==> config.mk <==
export PLATFORM = sky130hd
export DESIGN_NAME = lsc_div
export DESIGN_NICKNAME = d
export VERILOG_FILES = /design/src/rtl/lsc_pkg.sv /design/src/rtl/lsc_div.sv
export SDC_FILE = /design/constraint.sdc
export NUM_CORES = 1
export LEC_CHECK = 0
export BUFFER_PORTS_ARGS = -buffer_cell sky130_fd_sc_hd__clkbuf_2
export CORE_ASPECT_RATIO = 1.25
export CORE_UTILIZATION = 55
export CTS_BUF_LIST = sky130_fd_sc_hd__clkbuf_4 sky130_fd_sc_hd__clkbuf_8
export CTS_CLUSTER_DIAMETER = 50
export DETAILED_ROUTE_END_ITERATION = 8
export PLACE_DENSITY = 0.74
export RECOVER_POWER = 50
export SLEW_MARGIN = 10
export SYNTH_ARGS = -nofsm -noshare
export SYNTH_HDL_FRONTEND = slang
export SYNTH_SLANG_ARGS = --single-unit
==> constraint.sdc <==
create_clock -name clk -period 15.6 [get_ports clk]
set_input_delay 2.34 -clock clk [delete_from_list [all_inputs] [get_ports clk]]
set_output_delay 2.34 -clock clk [all_outputs]
set_load 0.02 [all_outputs]
==> src/rtl/lsc_pkg.sv <==
// Shared types and constants for the line segment clipper.
// No dependencies; imported by every module of the block.
`timescale 1ns / 1ps

package lsc_pkg;

    localparam int COORD_BITS = 16;
    localparam int FRAC_BITS  = 16;

    // deltas and distances need one more bit than a coordinate
    localparam int DW  = COORD_BITS + 1;
    // magnitude of a delta or distance fits in COORD_BITS unsigned bits
    localparam int MW  = COORD_BITS;
    // quotient bits kept before saturation
    localparam int QW  = FRAC_BITS + 1;
    // quotient bits resolved per divider stage
    localparam int BPS = 4;
    localparam int DIV_STAGES = (QW + BPS - 1) / BPS;
    // signed width that holds -1 .. 2^FRAC_BITS + 1
    localparam int RW  = FRAC_BITS + 3;
    // product of u (unsigned, FRAC_BITS+1) and a signed delta
    localparam int PW  = FRAC_BITS + 2 + DW;
    localparam int SW  = PW + 1;

    localparam int NUM_EDGES = 4;

    typedef logic signed [COORD_BITS-1:0] coord_t;
    typedef logic signed [DW-1:0]         delta_t;
    typedef logic        [FRAC_BITS:0]    u_t;

    typedef enum logic [1:0] {
        REG_X_MIN = 2'd0,
        REG_X_MAX = 2'd1,
        REG_Y_MIN = 2'd2,
        REG_Y_MAX = 2'd3
    } cfg_index_t;

    localparam coord_t RST_X_MIN = coord_t'(0);
    localparam coord_t RST_X_MAX = coord_t'(1023);
    localparam coord_t RST_Y_MIN = coord_t'(0);
    localparam coord_t RST_Y_MAX = coord_t'(1023);

    typedef struct packed {
        coord_t start_x;
        coord_t start_y;
        coord_t end_x;
        coord_t end_y;
    } in_t;

    typedef struct packed {
        logic   visible;
        coord_t out_start_x;
        coord_t out_start_y;
        coord_t out_end_x;
        coord_t out_end_y;
    } out_t;

endpackage

==> src/rtl/lsc_div.sv <==
// Pipelined unsigned divider: floor(num * 2^FRAC_BITS / den), sat flag.
// Depends on lsc_pkg. Its registers advance only while en is high.
`timescale 1ns / 1ps

module lsc_div (
    input  logic                    clk,
    input  logic                    en,
    input  logic [lsc_pkg::MW-1:0]  num,
    input  logic [lsc_pkg::MW-1:0]  den,
    output logic [lsc_pkg::QW-1:0]  quo,
    output logic                    sat
);
    import lsc_pkg::*;

    logic [MW:0]   rem_reg  [DIV_STAGES];
    logic [QW-1:0] quo_reg  [DIV_STAGES];
    logic [MW-1:0] den_reg  [DIV_STAGES];
    logic          sat_reg  [DIV_STAGES];

    logic [MW:0]   rem_next [DIV_STAGES];
    logic [QW-1:0] quo_next [DIV_STAGES];
    logic [MW-1:0] den_next [DIV_STAGES];
    logic          sat_next [DIV_STAGES];

    always_comb
    begin
        logic [MW:0]   rem;
        logic [QW-1:0] q;
        logic [MW-1:0] d;
        int            j;
        for (int s = 0; s < DIV_STAGES; s++)
        begin
            if (s == 0)
            begin
                rem = {1'b0, num};
                q   = '0;
                d   = den;
                // quotient of 2^(QW) or more only matters as "too big"
                sat_next[s] = ({1'b0, num} >= {den, 1'b0});
            end
            else
            begin
                rem = rem_reg[s-1];
                q   = quo_reg[s-1];
                d   = den_reg[s-1];
                sat_next[s] = sat_reg[s-1];
            end
            for (int b = 0; b < BPS; b++)
            begin
                j = s * BPS + b;
                if (j < QW)
                begin
                    if (j > 0)
                        rem = {rem[MW-1:0], 1'b0};
                    if (rem >= {1'b0, d})
                    begin
                        rem = rem - {1'b0, d};
                        q   = {q[QW-2:0], 1'b1};
                    end
                    else
                    begin
                        q   = {q[QW-2:0], 1'b0};
                    end
                end
            end
            rem_next[s] = rem;
            quo_next[s] = q;
            den_next[s] = d;
        end
    end

    always_ff @(posedge clk)
    begin
        if (en)
        begin
            for (int s = 0; s < DIV_STAGES; s++)
            begin
                rem_reg[s] <= rem_next[s];
                quo_reg[s] <= quo_next[s];
                den_reg[s] <= den_next[s];
                sat_reg[s] <= sat_next[s];
            end
        end
    end

    assign quo = quo_reg[DIV_STAGES-1];
    assign sat = sat_reg[DIV_STAGES-1];

endmodule

==> results of run 1 <==
## metrics by stage
stage	area, um2	hold WS [ns]	cells	setup slack, ns	utilization [%]
after floorplan	21000	0.400	2340	3.05	-
after global placement	21800	0.402	2845	2.08	58.1
after detailed placement	21800	0.405	2845	1.67	58.1
after CTS	22200	0.430	2877	2.18	59.3
after global routing	22200	0.434	2877	0.748	59.2
final	22200	0.429	2877	1.82	59.2
## cells by family (layout without fill, tap and decap cells)
logic type | after synthesis | count (layout) | synth area share (%)
muxes | 116 | 116 | 6.26
buffers and inverters | 209 | 260 | 3.96
and+or+nand+nor | 617 | 617 | 14.5
AOI/OAI and AO/OA | 747 | 747 | 23.8
adders and majority gates | 280 | 280 | 16.8
DFF | 190 | 190 | 27.1
xor gates and xnor gates | 181 | 181 | 7.54
## metal layers
metal / track usage [%] / part of all wire (%) / up-vias
li1: - / - / 8831
met1: 32.9 / 42 / 8386
met2: 48.0 / 49 / 483
met3: 2.89 / 4.1 / 157
met4: 15.0 / 4.8 / 0
met5: 0 / 0 / -
## final timing paths
path                                     start        endpoint  slack [ns]  cells after the start
worst min-delay path            quo_reg[0][66]  quo_reg[0][84]        0.43                      0
worst max register to register  den_reg[0][33]  rem_reg[0][56]        2.76                     43
worst max-delay path                    den[0]   rem_reg[0][8]        1.82                     44
worst min register to register  quo_reg[0][66]  quo_reg[0][84]        0.43                      0
## area by class of cell
| class | instances | area (um2) | share of cell area (%) |
|---|---|---|---|
| Multi-Input combinational cell | 1941 | 14500 | 65.3 |
| Sequential cell | 190 | 5710 | 25.7 |
| Inverter | 169 | 639 | 2.88 |
| Tap cell | 486 | 608 | 2.74 |
| Timing Repair Buffer | 59 | 295 | 1.33 |
| Clock buffer | 17 | 234 | 1.05 |
| Clock inverter | 15 | 219 | 0.987 |
## Yosys cell counts (all sizes together) (59+ instances only)
| master | instances |
|---|---|
| xor2 | 77 |
| o21ai | 163 |
| mux2 | 97 |
| ha | 275 |
| a21oi | 200 |
| nor2 | 158 |
| xnor2 | 104 |
| o21a | 59 |
| nand2 | 168 |
| a21o | 79 |
| edfxtp | 190 |
| inv | 166 |
## worst max-delay path, delay by kind of cell
| family | cells | cell delay [ns] |
|---|---|---|
| AND/OR/NAND/NOR | 8 | 1.73 |
| buffers and inverters | 7 | 1.32 |
| adder cells (fa/ha/maj) | 5 | 1.72 |
| multiplexers | 2 | 0.54 |
| AO/OA/AOI/OAI | 22 | 6.33 |
==> run_results.csv, run 1 <==
group,metric,value,unit
clocking,cts_buffers,17,
global_route,antenna_found_initial,0,
logic_synthesis,synthCells,2340,
die,pin_count,52,
sta,clock_skew,0.0224,ns
worst_setup_path,path_common_cell,"a21oi_1",
drt,viasPerCell,6.21,
drt,first_pass_iters,7,
logic_synthesis,async_flop_share,0,%
sta,setup_tns,0,ns
clocking,worstSkewPairLatency,0.50,ns
logic_synthesis,synth_flop_cell,"edfxtp_1",
drt,routed_wl,53200,um
place,gp_congestion,0.958,
sta,period_needed,13.78,ns
worst_setup_path,critPathRequiredTime,15.85,ns
sta,min_period_over_period,88.3,%
sta,worst_slew_pin_slew,5.85,ns
logic_synthesis,seq_area_frac_synth,27.1,%
worst_setup_path,critPathMaxStageDelay,0.68,ns
status,outcome,"complete, but fails checks",
global_route,grt_max_degree,113,
sta,hold_viol_final,0,
sta,slew_viol_final,113,
drt,wire_per_inst,18.5,um
logic_synthesis,synth-seq-cells,190,
logic_synthesis,postSynthAreaPerCell,8.99,um2
clocking,clock_path_buffers,2,
die,die_y,221,um
clocking,clk_pin_slew_worst_paths,0.11,ns
finish,mostFrequentLayoutCells,"275 x ha_1, 199 x a21oi_1, 190 x edfxtp_1",
logic_synthesis,synthTopCellsByArea,"edfxtp_1 27%, ha_1 16%, a21oi_1 4.7%",
global_route,grt_pass1_wl,84700,um
finish,fill_cells,3261,
clocking,cts_setup_buffers,0,
logic_synthesis,synth_top_area_share,27.1,%
logic_synthesis,yosysUniqueCellTypes,102,
drt,antenna_left,0,
global_route,overflow,0,
logic_synthesis,synth_area_leader_cell,"edfxtp_1",
clocking,cts-root-buf,"clkbuf_8",
finish,antennaDiodeCount,0,
die,core_area,0.0375,mm2
worst_setup_path,start_kind,"input port",
worst_setup_path,cp-end-kind,"flop",
logic_synthesis,syn_nets,2654,
worst_setup_path,crit_type,"input port to flop",
drt,route.vias.total,17857,
worst_hold_path,hp-class,"flop to flop",
sta,relSlewSlack,-290,%
finish,layout.nets,2692,
clocking,cts_resized,0,
worst_setup_path,crit_arrival,14.03,ns
die,die_x,177,um
finish,drive_gt1_share,9.41,%
global_route,grt.total_usage,27.4,%
logic_synthesis,yosys_warnings,0,
clocking,hold_buffers,0,
finish,area_growth,5.55,%
status,violations,"capacitance limit, slew limit",
clocking,clock-sinks,190,
drt,drc,0,
clocking,h-tree-depth,4,
logic_synthesis,synth-edff-count,190,
drt,drt_iter0_drc,1234,
job,max_cap_violations,1,
die,die_area,0.0390,mm2
sta,rsz0062_at_grt,"false",
place,dp_hpwl,42700,um
finish,layout_commonest_cell,"ha_1",
die,start_util,56.1,%
sta,fmax,72.6,MHz
worst_setup_path,critical_path.max_fanout,17,
logic_synthesis,netlist_area,0.0210,mm2
worst_setup_path,crit_slowest_cell,"o21a_1",
die,rows,79,
place,port-buffer-count,51,
global_route,grt_pass1_vias,17074,
sta,setup_viol,0,
clocking,cts_tree,"yes",
Power of run 1 is left out: the tool's default activity adds up to more than one toggle a clock period on the data nets, which glitch-free logic cannot reach.
==> run 2, diff against run 1 <==
CTS_BUF_LIST = default   (was sky130_fd_sc_hd__clkbuf_4 sky130_fd_sc_hd__clkbuf_8)
PLACE_DENSITY = 0.7   (was 0.74)
TNS_END_PERCENT = 100   (was default)
==> run_results.csv, run 2 (synthesis results as in run 1) <==
group,metric,value,unit
worst_setup_path,crit_type,"input port to flop",
sta,relSlewSlack,-169,%
global_route,grt.total_usage,28.1,%
clocking,clk_pin_slew_worst_paths,0.08,ns
sta,rsz0062_at_grt,"false",
worst_setup_path,crit_arrival,14.03,ns
finish,antennaDiodeCount,0,
worst_setup_path,path_common_cell,"a21oi_1",
status,outcome,"complete, but fails checks",
finish,area_growth,6.24,%
worst_setup_path,cp_num_buf_inv,7,
drt,routed_wl,54200,um
clocking,h-tree-depth,4,
global_route,antenna_found_initial,0,
sta,period_needed,13.82,ns
worst_setup_path,crit_slowest_cell,"o21a_1",
drt,drc,0,
sta,clock_skew,0.00903,ns
die,start_util,56.1,%
drt,first_pass_iters,7,
sta,setup_viol,0,
sta,slew_viol_final,131,
finish,drive_gt1_share,8.69,%
finish,layout.nets,2695,
finish,mostFrequentLayoutCells,"275 x ha_1, 199 x a21oi_1, 190 x edfxtp_1",
worst_hold_path,hp-class,"flop to flop",
clocking,clock_path_buffers,2,
sta,setup_tns,0,ns
worst_setup_path,critical_path.max_fanout,17,
place,gp_congestion,0.932,
worst_hold_path,hp-start,"quo_reg[0][56]",
global_route,grt_max_degree,78,
worst_setup_path,critPathMaxStageDelay,0.77,ns
clocking,cts-root-buf,"clkbuf_16",
drt,route.vias.total,17915,
clocking,cts_resized,0,
clocking,cts_setup_buffers,0,
sta,worst_slew_pin_slew,4.04,ns
finish,layout_commonest_cell,"ha_1",
worst_setup_path,critPathRequiredTime,15.81,ns
job,max_cap_violations,2,
worst_setup_path,cp_top_family,"compound AO/OA/AOI/OAI gates",
global_route,overflow,0,
drt,drt_iter0_drc,1096,
drt,viasPerCell,6.22,
drt,wire_per_inst,18.8,um
sta,hold_viol_final,0,
drt,antenna_left,0,
clocking,hold_buffers,0,
clocking,cts_buffers,17,
clocking,clock-sinks,190,
worst_setup_path,start_kind,"input port",
die,die_area,0.0390,mm2
die,die_x,177,um
clocking,cts_tree,"yes",
clocking,worstSkewPairLatency,0.46,ns
worst_setup_path,reg2reg_from,"den_reg[0][33]",
die,core_area,0.0375,mm2
status,violations,"capacitance limit, slew limit",
worst_setup_path,cp-end-kind,"flop",
sta,fmax,72.4,MHz
global_route,grt_pass1_wl,86000,um
place,dp_hpwl,43500,um
die,die_y,221,um
worst_setup_path,critPathLaunch,"den[0]",
die,pin_count,52,
global_route,grt_pass1_vias,17112,
sta,min_period_over_period,88.6,%
die,rows,79,
place,port-buffer-count,51,
## run 2: cell types whose count changed in the layout (fill, tap and decap cells not counted), moves of 2 or more
cell and change:
clkbuf_8 -17, bufinv_16 -2, clkbuf_1 +19, clkbuf_2 -17, inv_8 +2, clkbuf_16 +17
## run 2: per-stage QoR
stage / instance area (um2) / util, % / hold WS (ns) / instances / setup slack [ns]
global placement: 21800 / 58.2 / 0.401 / 2848 / 2.05
floorplan: 21000 / - / 0.400 / 2340 / 3.05
global route: 22300 / 59.6 / 0.420 / 2880 / 0.768
detailed placement: 21800 / 58.2 / 0.405 / 2848 / 1.67
finish: 22300 / 59.6 / 0.419 / 2880 / 1.78
CTS: 22400 / 59.8 / 0.420 / 2880 / 2.12
## run 2: worst paths after layout
kind                          to  slack [ns]  cells past startpoint
hold / removal    quo_reg[0][74]        0.42                      0
setup reg to reg  rem_reg[0][56]        1.90                     44
hold reg to reg   quo_reg[0][74]        0.42                      0
setup / recovery   rem_reg[0][3]        1.78                     44
## run 2: final cells by class
cell class | instances | area (um2)
fill | 3339 | 15100
multi-input combinational | 1941 | 14500
sequential | 190 | 5710
inverter | 169 | 639
tap | 486 | 608
clock buffer | 17 | 425
timing repair buffer | 62 | 289
clock inverter | 15 | 189
## run 2: layer usage
| metal | wire length, um | vias to the layer above | GRT usage [%] |
|---|---|---|---|
| li1 | - | 8876 | - |
| met1 | 23200 | 8429 | 34.1 |
| met2 | 26900 | 493 | 50.6 |
| met3 | 2220 | 117 | 2.78 |
| met4 | 1880 | 0 | 11.7 |
| met5 | 0 | - | 0 |
Power of run 2 is left out for the same reason.
